[config.mk]
export PLATFORM = sky130hd
export DESIGN_NAME = cache_line_compressed_size_unit
export DESIGN_NICKNAME = d
export VERILOG_FILES = /design/src/sv/clcs_pkg.sv /design/src/sv/clcs_line_acc.sv /design/src/sv/clcs_size_sel.sv /design/src/sv/cache_line_compressed_size_unit.sv
export SDC_FILE = /design/constraint.sdc
export NUM_CORES = 2
export LEC_CHECK = 0
export BUFFER_PORTS_ARGS = -buffer_cell sky130_fd_sc_hd__buf_2
export CAP_MARGIN = 25
export CORE_MARGIN = 8
export CORE_UTILIZATION = 30
export DETAILED_ROUTE_END_ITERATION = 10
export PLACE_DENSITY = 0.5
export SLEW_MARGIN = 10
export SYNTH_ARGS = -nofsm -noshare
export SYNTH_HDL_FRONTEND = slang
export SYNTH_SLANG_ARGS = --single-unit
[constraint.sdc]
create_clock -name i_clk -period 12.5 [get_ports i_clk]
set_clock_uncertainty 0.15 [all_clocks]
set_input_delay 0.625 -clock i_clk [delete_from_list [all_inputs] [get_ports i_clk]]
set_output_delay 0.625 -clock i_clk [all_outputs]
set_load 0.02 [all_outputs]
[src/sv/clcs_pkg.sv]
// Shared types, constants and per-word helper functions for the compressed size unit.
package clcs_pkg;

    // compression_mode register codes
    typedef enum logic [1:0] {
        MODE_NONE = 2'd0,
        MODE_BDI  = 2'd1,
        MODE_FPC  = 2'd2,
        MODE_MIN  = 2'd3
    } t_mode;

    // register index of compression_mode (paddr[2])
    localparam logic REG_MODE_IDX = 1'b0;

    // base-delta cases: 8/1, 8/2, 8/4, 4/1, 4/2, 2/1
    localparam int NUM_CASES = 6;
    localparam logic [63:0] CASE_LIMIT [NUM_CASES] = '{
        64'h0000_0000_0000_00FF, 64'h0000_0000_0000_FFFF, 64'h0000_0000_FFFF_FFFF,
        64'h0000_0000_0000_00FF, 64'h0000_0000_0000_FFFF, 64'h0000_0000_0000_00FF
    };
    localparam int CASE_ELEM  [NUM_CASES] = '{8, 8, 8, 4, 4, 2};
    localparam int CASE_DELTA [NUM_CASES] = '{1, 2, 4, 1, 2, 1};

    // one base-delta case while a line streams in
    typedef struct packed {
        logic        found;
        logic        covered;
        logic [63:0] base;
    } t_bd_state;

    // what is left of a finished line for the size decision
    typedef struct packed {
        t_mode                mode;
        logic                 all_zero;
        logic                 same8;
        logic                 same4;
        logic [NUM_CASES-1:0] covered;
        logic [7:0]           pattern_sum;
    } t_line_summary;

    // |a - b| on 64-bit two's complement
    function automatic logic [63:0] abs_diff64(logic [63:0] a, logic [63:0] b);
        logic [63:0] d;
        d = a - b;
        return d[63] ? (64'd0 - d) : d;
    endfunction

    // fold one element into a base-delta case
    function automatic t_bd_state bd_take(t_bd_state s, logic [63:0] v, logic [63:0] lim);
        logic      near;
        t_bd_state r;
        near = abs_diff64(64'd0, v) <= lim;
        r    = s;
        if (!s.found && !near) begin
            r.found = 1'b1;
            r.base  = v;
        end
        if (!near && !(r.found && (abs_diff64(r.base, v) <= lim))) begin
            r.covered = 1'b0;
        end
        return r;
    endfunction

    // FPC pattern size of one 32-bit word, first match wins
    function automatic logic [2:0] fpc_size(logic [31:0] v);
        logic [31:0] mag;
        mag = v[31] ? (32'd0 - v) : v;
        if (v == 32'd0) begin
            return 3'd1;
        end else if (mag <= 32'h0000_00FF) begin
            return 3'd1;
        end else if (mag <= 32'h0000_FFFF) begin
            return 3'd2;
        end else if (v[15:0] == 16'd0) begin
            return 3'd2;
        end else if ((v[15:8] == 8'd0) && (v[31:24] == 8'd0)) begin
            return 3'd2;
        end else if ((v[15:8] == v[7:0]) && (v[23:16] == v[7:0]) && (v[31:24] == v[7:0])) begin
            return 3'd1;
        end else begin
            return 3'd4;
        end
    endfunction

endpackage

[src/sv/clcs_line_acc.sv]
// Input word register and per-line running checks (zero, repeat, base-delta, FPC sum).
module clcs_line_acc #(
    parameter int LINE_WORDS = 8
) (
    input  logic                    i_clk,
    input  logic                    i_rst_n,
    input  logic                    i_in_valid,
    input  logic [63:0]             i_line_word,
    output logic                    o_in_stall,
    input  clcs_pkg::t_mode         i_mode,
    input  logic                    i_sum_free,
    output logic                    o_sum_load,
    output clcs_pkg::t_line_summary o_summary
);

    localparam int IDX_W = (LINE_WORDS > 1) ? $clog2(LINE_WORDS) : 1;
    localparam logic [IDX_W-1:0] LAST_IDX = IDX_W'(LINE_WORDS - 1);

    logic                              r_in_valid;
    logic [63:0]                       r_word;
    logic [IDX_W-1:0]                  r_word_index;
    logic                              r_all_zero;
    logic [63:0]                       r_first;
    logic                              r_same8;
    logic                              r_same4;
    logic [clcs_pkg::NUM_CASES-1:0]    r_found;
    logic [clcs_pkg::NUM_CASES-1:0]    r_covered;
    logic [63:0]                       r_base [clcs_pkg::NUM_CASES];
    logic [7:0]                        r_psum;

    logic                              w_last;
    logic                              w_move;
    logic [63:0]                       w_first;
    logic                              n_all_zero;
    logic                              n_same8;
    logic                              n_same4;
    clcs_pkg::t_bd_state               n_bd [clcs_pkg::NUM_CASES];
    logic [7:0]                        n_psum;

    assign w_last     = (r_word_index == LAST_IDX);
    assign w_move     = r_in_valid && (!w_last || i_sum_free);
    assign o_in_stall = r_in_valid && !w_move;
    assign o_sum_load = w_move && w_last;

    // word 0 is its own first element
    assign w_first    = (r_word_index == '0) ? r_word : r_first;
    assign n_all_zero = r_all_zero && (r_word == 64'd0);
    assign n_same8    = r_same8 && (r_word == w_first);
    assign n_same4    = r_same4 && (r_word[31:0] == w_first[31:0])
                                && (r_word[63:32] == w_first[31:0]);
    assign n_psum     = r_psum + 8'(clcs_pkg::fpc_size(r_word[31:0]))
                               + 8'(clcs_pkg::fpc_size(r_word[63:32]));

    // elements of one word go through a case in address order
    always_comb begin
        for (int k = 0; k < clcs_pkg::NUM_CASES; k++) begin
            n_bd[k].found   = r_found[k];
            n_bd[k].covered = r_covered[k];
            n_bd[k].base    = r_base[k];
            if (clcs_pkg::CASE_ELEM[k] == 8) begin
                n_bd[k] = clcs_pkg::bd_take(n_bd[k], r_word, clcs_pkg::CASE_LIMIT[k]);
            end else if (clcs_pkg::CASE_ELEM[k] == 4) begin
                for (int j = 0; j < 2; j++) begin
                    n_bd[k] = clcs_pkg::bd_take(n_bd[k], {32'd0, r_word[32*j +: 32]},
                                                clcs_pkg::CASE_LIMIT[k]);
                end
            end else begin
                for (int j = 0; j < 4; j++) begin
                    n_bd[k] = clcs_pkg::bd_take(n_bd[k], {48'd0, r_word[16*j +: 16]},
                                                clcs_pkg::CASE_LIMIT[k]);
                end
            end
        end
    end

    always_comb begin
        o_summary.mode        = i_mode;
        o_summary.all_zero    = n_all_zero;
        o_summary.same8       = n_same8;
        o_summary.same4       = n_same4;
        o_summary.pattern_sum = n_psum;
        for (int k = 0; k < clcs_pkg::NUM_CASES; k++) begin
            o_summary.covered[k] = n_bd[k].covered;
        end
    end

    always_ff @(posedge i_clk) begin
        if (!i_rst_n) begin
            r_in_valid   <= 1'b0;
            r_word_index <= '0;
            r_all_zero   <= 1'b1;
            r_same8      <= 1'b1;
            r_same4      <= 1'b1;
            r_found      <= '0;
            r_covered    <= '1;
            r_psum       <= 8'd0;
        end else begin
            if (!o_in_stall) begin
                r_in_valid <= i_in_valid;
            end
            if (w_move) begin
                if (w_last) begin
                    r_word_index <= '0;
                    r_all_zero   <= 1'b1;
                    r_same8      <= 1'b1;
                    r_same4      <= 1'b1;
                    r_found      <= '0;
                    r_covered    <= '1;
                    r_psum       <= 8'd0;
                end else begin
                    r_word_index <= r_word_index + IDX_W'(1);
                    r_all_zero   <= n_all_zero;
                    r_same8      <= n_same8;
                    r_same4      <= n_same4;
                    r_psum       <= n_psum;
                    for (int k = 0; k < clcs_pkg::NUM_CASES; k++) begin
                        r_found[k]   <= n_bd[k].found;
                        r_covered[k] <= n_bd[k].covered;
                    end
                end
            end
        end
    end

    // payload, read only once qualified by index or found flags
    always_ff @(posedge i_clk) begin
        if (i_in_valid && !o_in_stall) begin
            r_word <= i_line_word;
        end
        if (w_move && (r_word_index == '0)) begin
            r_first <= r_word;
        end
        if (w_move) begin
            for (int k = 0; k < clcs_pkg::NUM_CASES; k++) begin
                r_base[k] <= n_bd[k].base;
            end
        end
    end

    // line state restarts after the last word
    a_line_restart: assert property (@(posedge i_clk) disable iff (!i_rst_n)
        (w_move && w_last) |=> (r_word_index == '0) && r_all_zero && (r_found == '0))
        else $error("line state not cleared after last word");

    // coverage flags only drop within a line
    a_covered_falls: assert property (@(posedge i_clk) disable iff (!i_rst_n)
        (w_move && !w_last) |=> ((r_covered & ~$past(r_covered)) == '0))
        else $error("base-delta coverage flag rose mid-line");

endmodule

[src/sv/clcs_size_sel.sv]
// Finished-line register, BDI/FPC size decision and output register.
module clcs_size_sel #(
    parameter int LINE_BYTES = 64
) (
    input  logic                    i_clk,
    input  logic                    i_rst_n,
    input  logic                    i_sum_load,
    input  clcs_pkg::t_line_summary i_summary,
    output logic                    o_sum_free,
    output logic                    o_out_valid,
    input  logic                    i_out_stall,
    output logic [7:0]              o_compressed_bytes
);

    localparam logic [7:0] LINE_SIZE = 8'(LINE_BYTES);
    localparam logic [7:0] TAG_BYTES = 8'(((LINE_BYTES / 8) * 2 * 3) / 8);

    logic                           r_sum_valid;
    clcs_pkg::t_line_summary        r_sum;
    logic                           r_out_valid;
    logic [7:0]                     r_out_bytes;

    logic                           w_out_free;
    logic [7:0]                     w_case_size [clcs_pkg::NUM_CASES];
    logic [7:0]                     w_bdi;
    logic [8:0]                     w_fpc_raw;
    logic [7:0]                     w_fpc;
    logic [7:0]                     n_bytes;

    assign w_out_free         = !r_out_valid || !i_out_stall;
    assign o_sum_free         = !r_sum_valid || w_out_free;
    assign o_out_valid        = r_out_valid;
    assign o_compressed_bytes = r_out_bytes;

    for (genvar k = 0; k < clcs_pkg::NUM_CASES; k++) begin : g_case
        localparam logic [7:0] SIZE = 8'(clcs_pkg::CASE_DELTA[k]
                                         * (LINE_BYTES / clcs_pkg::CASE_ELEM[k])
                                         + 2 * clcs_pkg::CASE_ELEM[k]);
        assign w_case_size[k] = r_sum.covered[k] ? SIZE : LINE_SIZE;
    end

    always_comb begin
        w_bdi = LINE_SIZE;
        if (r_sum.same8 && (w_bdi > 8'd8)) begin
            w_bdi = 8'd8;
        end
        if (r_sum.same4 && (w_bdi > 8'd4)) begin
            w_bdi = 8'd4;
        end
        for (int k = 0; k < clcs_pkg::NUM_CASES; k++) begin
            if (w_case_size[k] < w_bdi) begin
                w_bdi = w_case_size[k];
            end
        end
        // an all-zero line beats every other encoding
        if (r_sum.all_zero) begin
            w_bdi = 8'd1;
        end
    end

    assign w_fpc_raw = {1'b0, r_sum.pattern_sum} + {1'b0, TAG_BYTES};
    assign w_fpc     = (w_fpc_raw < {1'b0, LINE_SIZE}) ? w_fpc_raw[7:0] : LINE_SIZE;

    always_comb begin
        unique case (r_sum.mode)
            clcs_pkg::MODE_NONE: n_bytes = LINE_SIZE;
            clcs_pkg::MODE_BDI:  n_bytes = w_bdi;
            clcs_pkg::MODE_FPC:  n_bytes = w_fpc;
            clcs_pkg::MODE_MIN:  n_bytes = (w_bdi <= w_fpc) ? w_bdi : w_fpc;
            default:             n_bytes = LINE_SIZE;
        endcase
    end

    always_ff @(posedge i_clk) begin
        if (!i_rst_n) begin
            r_sum_valid <= 1'b0;
            r_out_valid <= 1'b0;
        end else begin
            if (o_sum_free) begin
                r_sum_valid <= i_sum_load;
            end
            if (w_out_free) begin
                r_out_valid <= r_sum_valid;
            end
        end
    end

    always_ff @(posedge i_clk) begin
        if (i_sum_load && o_sum_free) begin
            r_sum <= i_summary;
        end
        if (r_sum_valid && w_out_free) begin
            r_out_bytes <= n_bytes;
        end
    end

    a_size_range: assert property (@(posedge i_clk) disable iff (!i_rst_n)
        o_out_valid |-> (o_compressed_bytes != 8'd0) && (o_compressed_bytes <= LINE_SIZE))
        else $error("compressed size out of range");

    a_no_overrun: assert property (@(posedge i_clk) disable iff (!i_rst_n)
        i_sum_load |-> o_sum_free)
        else $error("finished line pushed into a full summary stage");

endmodule

[src/sv/cache_line_compressed_size_unit.sv]
// Top level of the cache line compressed size unit: mode register and pipeline.
//
// Streams a cache line of LINE_BYTES/8 little-endian 64-bit words, one word per
// transfer, and after the last word delivers the estimated compressed size of
// the line in bytes (1..LINE_BYTES). compression_mode (APB address 0, bits 1:0,
// reset BDI) picks the estimate: 0 uncompressed, 1 base-delta-immediate, 2
// frequent pattern compression, 3 the smaller of the two. Every estimate is
// kept up word by word, so no line buffer is needed. The unit takes one word
// every cycle unless the input is stalled: each word passes an input register,
// then an update of the running line checks; the last word additionally loads
// a finished-line register whose size decision lands in the output register.
// The input stall follows the output stall combinationally through the three
// registers, so with the output stalled the unit still absorbs the words of
// the next line until it holds two finished results and one pending last word.
// Write the mode only while no line is in flight.
module cache_line_compressed_size_unit #(
    parameter int LINE_BYTES = 64
) (
    input  logic        i_clk,
    input  logic        i_rst_n,
    // line words
    input  logic        i_in_valid,
    input  logic [63:0] i_line_word,
    output logic        o_in_stall,
    // compressed size
    output logic        o_out_valid,
    input  logic        i_out_stall,
    output logic [7:0]  o_compressed_bytes,
    // configuration
    input  logic        psel,
    input  logic        penable,
    input  logic        pwrite,
    input  logic [2:0]  paddr,
    input  logic [31:0] pwdata,
    output logic [31:0] prdata,
    output logic        pready
);

    localparam int LINE_WORDS = LINE_BYTES / 8;

    clcs_pkg::t_mode         r_mode;
    logic                    w_cfg_write;
    logic                    w_sum_free;
    logic                    w_sum_load;
    clcs_pkg::t_line_summary w_summary;

    // register access: zero-wait APB, one register
    assign pready      = 1'b1;
    assign w_cfg_write = psel && penable && pwrite && (paddr[2] == clcs_pkg::REG_MODE_IDX);
    assign prdata      = (paddr[2] == clcs_pkg::REG_MODE_IDX) ? {30'd0, r_mode} : 32'd0;

    always_ff @(posedge i_clk) begin
        if (!i_rst_n) begin
            r_mode <= clcs_pkg::MODE_BDI;
        end else if (w_cfg_write) begin
            r_mode <= clcs_pkg::t_mode'(pwdata[1:0]);
        end
    end

    // word register + running per-line checks
    clcs_line_acc #(
        .LINE_WORDS (LINE_WORDS)
    ) u_line_acc (
        .i_clk       (i_clk),
        .i_rst_n     (i_rst_n),
        .i_in_valid  (i_in_valid),
        .i_line_word (i_line_word),
        .o_in_stall  (o_in_stall),
        .i_mode      (r_mode),
        .i_sum_free  (w_sum_free),
        .o_sum_load  (w_sum_load),
        .o_summary   (w_summary)
    );

    // size decision + output register
    clcs_size_sel #(
        .LINE_BYTES (LINE_BYTES)
    ) u_size_sel (
        .i_clk              (i_clk),
        .i_rst_n            (i_rst_n),
        .i_sum_load         (w_sum_load),
        .i_summary          (w_summary),
        .o_sum_free         (w_sum_free),
        .o_out_valid        (o_out_valid),
        .i_out_stall        (i_out_stall),
        .o_compressed_bytes (o_compressed_bytes)
    );

    a_mode_write: assert property (@(posedge i_clk) disable iff (!i_rst_n)
        w_cfg_write |=> (r_mode == clcs_pkg::t_mode'($past(pwdata[1:0]))))
        else $error("compression_mode write lost");

endmodule

==> qor.yml <==
detailed_routing:
  via_per_inst: 6.26
  firstDrtPassIters: 8
  wl_met1_um: 197000
  drc_errors: 0
  drt-wirelength-per-cell_um: 30.0
  detail-route-antenna-nets: 0
  dr_wl_met3_um: 44500
  maxUsedRoutingLayer: "met5"
  drt-initial-drc-count: 11800
  vias: 100000
  routed_wirelength_um: 481000
  route.met2.wl_um: 207000
cells_and_area:
  fin_cells: 16000
  fin_area_um2: 101000
  nets: 12800
  layout-drive-gt1-share_pct: 19.2
  area_growth_pct: 21.6
  postLayoutCoreUtil_pct: 36.6
timing:
  setup_viol: 0
  max_slew_margin_pct: 21.1
  fin_crit_sh_pct: 97.0
  hold_viol: 0
  layout_min_cycle_time_ps: 12130
  tightest_slew_ps: 1180
  holdWs_ps: 50.1
  slew_viol_final: 0
  fmax_mhz: 82.4
setup_path:
  crit_slowest_cell: "or4b_2"
  worst-path-buf-inv: 7
  cpPeakStageDelay_ps: 720
  reg2reg_slack_ps: 370
  r2r-end: "u_size_sel.r_sum[12]"
  crit_top_cell: "buf_4"
  crit_family: "simple AND/OR/NAND/NOR gates"
  worstSetupStartpointType: "flop"
  cp-end-kind: "flop"
  reg2reg_from: "u_line_acc.r_word[34]"
  rr_worst_depth: 37
  path_class: "reg -> reg"
  crit_required_ps: 12930
  arrival_ps: 12560
  cp_max_fo: 15
placed_design:
  place_congestion: 1.04
  place_area_um2: 97300
  post-dp-hpwl_um: 375000
  port_buffers: 85
  dp_cells: 15800
power_and_ir_drop:
  cellPowerDensity_nw_per_um2: 122
  total_power_uw: 12300
  vdd_drop_max_v: 0.0000990
  power_leakage_uw: 0.0381
floorplan:
  die_width_um: 542
  start_util_pct: 30.1
  rows: 193
  fp.dieH_um: 542
  core-area_um2: 276000
  die-area_um2: 294000
  io_pins: 149
logic_synthesis:
  yosysTopAreaCell: "edfxtp_1"
  synth.cell_area_um2: 83000
  synth_top_area_share_pct: 19.5
  synth_commonest_cells: "1019 x nor2_1, 919 x nand2_1, 879 x a21oi_1, 726 x o21ai_0, 539 x edfxtp_1"
  yosysMostFrequentCell: "nor2_1"
  ys_seq_area_share_pct: 20.2
  synth.avg_cell_area_um2: 7.47
  synthDistinctLibCells: 113
  synth_flop_cell: "edfxtp_1"
  synthTopCellsByArea: "edfxtp_1 20%, ha_1 6.5%, a21oi_1 5.3%"
  yosysWarningCount: 0
  async_reset_ff_share_pct: 0
  synth_edf_count: 539
  syn_inst: 11100
  ys_ff_latch: 570
cts:
  clk_pin_slew_ps: 70
  cts.path.max_buffers: 3
  cts.htree.levels: 3
  cts_tree: "yes"
  cts_root_buf: "clkbuf_16"
  cts_num_sinks: 570
  clock_latency_ps: 740
  numCtsBuffers: 80
status:
  status: "finished clean"
worst_hold_path:
  hold_path_end: "u_line_acc.r_word[37]"
  hp-class: "in -> reg"
  hold_depth: 1
  min_from: "i_line_word[37]"
run:
  maxCapViolCount: 0
global_routing:
  grt_max_degree: 84
  track_usage_pct: 30.8
  antenna_found_initial: 77
  overflow: 0
  grt_pass1_vias: 93400
  grt_pass1_wl_um: 674000
per-layer routing:
layer / up-vias / GRT usage (%)
met1: 48800 / 40.3
li1: 44900 / -
met2: 5458 / 47.7
met3: 1109 / 5.64
met5: - / 0
met4: 22 / 17.4
flip-flops by register name, indices dropped and copies added, names as in the netlist:
| signal | count |
|---|---|
| u_line_acc.r_word_index | 3 |
| u_line_acc.r_same8 | 1 |
| u_size_sel.o_compressed_bytes | 8 |
| u_size_sel.o_out_valid | 1 |
| u_line_acc.r_covered | 6 |
| u_size_sel.r_sum | 19 |
| u_size_sel.r_sum_valid | 1 |
| r_mode | 2 |
| u_line_acc.r_word | 64 |
| u_line_acc.r_in_valid | 1 |
| u_line_acc.r_first | 64 |
| u_line_acc.r_same4 | 1 |
| u_line_acc.r_base | 384 |
| u_line_acc.r_all_zero | 1 |
| u_line_acc.r_found | 6 |
| u_line_acc.r_psum | 8 |
power by group:
part / total [uW] / internal, uW / switching, uW
Sequential: 2310 / 2220 / 89.8
Clock: 2360 / 1340 / 1030
Combinational: 7650 / 2870 / 4780
Total: 12300 / 6430 / 5890
cell type report:
class / count / area (um^2)
Tap cell: 3705 / 4640
Timing Repair Buffer: 1621 / 12400
Clock inverter: 44 / 407
Multi-Input combinational cell: 9577 / 63100
Inverter: 348 / 1310
Antenna cell: 56 / 140
Clock buffer: 104 / 2170
Fill cell: 29300 / 175000
Sequential cell: 570 / 16800
worst register-to-register path, delay by kind of cell, from the launching register on:
family / cells / cell delay (ps)
AND/OR/NAND/NOR: 17 / 5960
AO/OA/AOI/OAI: 10 / 2740
adder cells (fa/ha/maj): 1 / 410
flip-flops: 1 / 550
multiplexers: 1 / 410
buffers and inverters: 7 / 1580
XOR/XNOR: 1 / 210
cells by family after synthesis:
family / synth area share (%)
xor+xnor: 5.70
other cells: 0.00905
simple gates: 27.8
mux: 5.50
fa+ha+maj: 6.87
compound gates: 29.2
flops: 20.2
buf+inv: 4.67
stage by stage:
stage               setup WS, ps  setup TNS [ps]
global placement            -377            -710
detailed placement          -367            -792
floorplan                   17.3               0
CTS                         17.0               0
global route               -66.1            -104
finish                       369               0
timing repair:
action / in CTS / in global routing
setup buffers: 0 / 8
resized for setup: 9 / 85
pin swaps: 0 / 14
hold buffers: 36 / 0
endpoints found under the hold margin: 36 / 0
endpoints found under the setup margin: 6 / 12
worst max-delay path by stage:
stage / cells after the start / to / from
final: 37 / u_size_sel.r_sum[12] / u_line_acc.r_word[34]
after global routing: 48 / u_line_acc.r_covered[5] / u_line_acc.r_word[0]
after detailed placement: 43 / u_size_sel.r_sum[8] / u_line_acc.r_word[17]
after CTS: 41 / u_size_sel.r_sum[9] / u_line_acc.r_word[28]
after floorplan: 40 / u_size_sel.r_sum[9] / u_line_acc.r_word[17]
after global placement: 43 / u_size_sel.r_sum[8] / u_line_acc.r_word[16]
cells in the final DEF, fill, tap and decap left out, types with 175 or more instances in the layout:
cell type  synthesis  routed
buf_4             32    1473
nor2_1          1019    1014
nand2_1          919     913
a21oi_1          879     870
o21ai_0          726     715
edfxtp_1         539     539
ha_1             432     431
nor3_1           439     425
nand3_1          412     409
xnor2_1          338     337
inv_1            330     325
mux2_2           319     319
a21o_1           283     283
a31oi_1          246     244
nand4_1          242     242
nor4_1           231     221
xor2_1           200     198
or3_1            176     175
No activity file was read; power rests on OpenSTA's default activity.
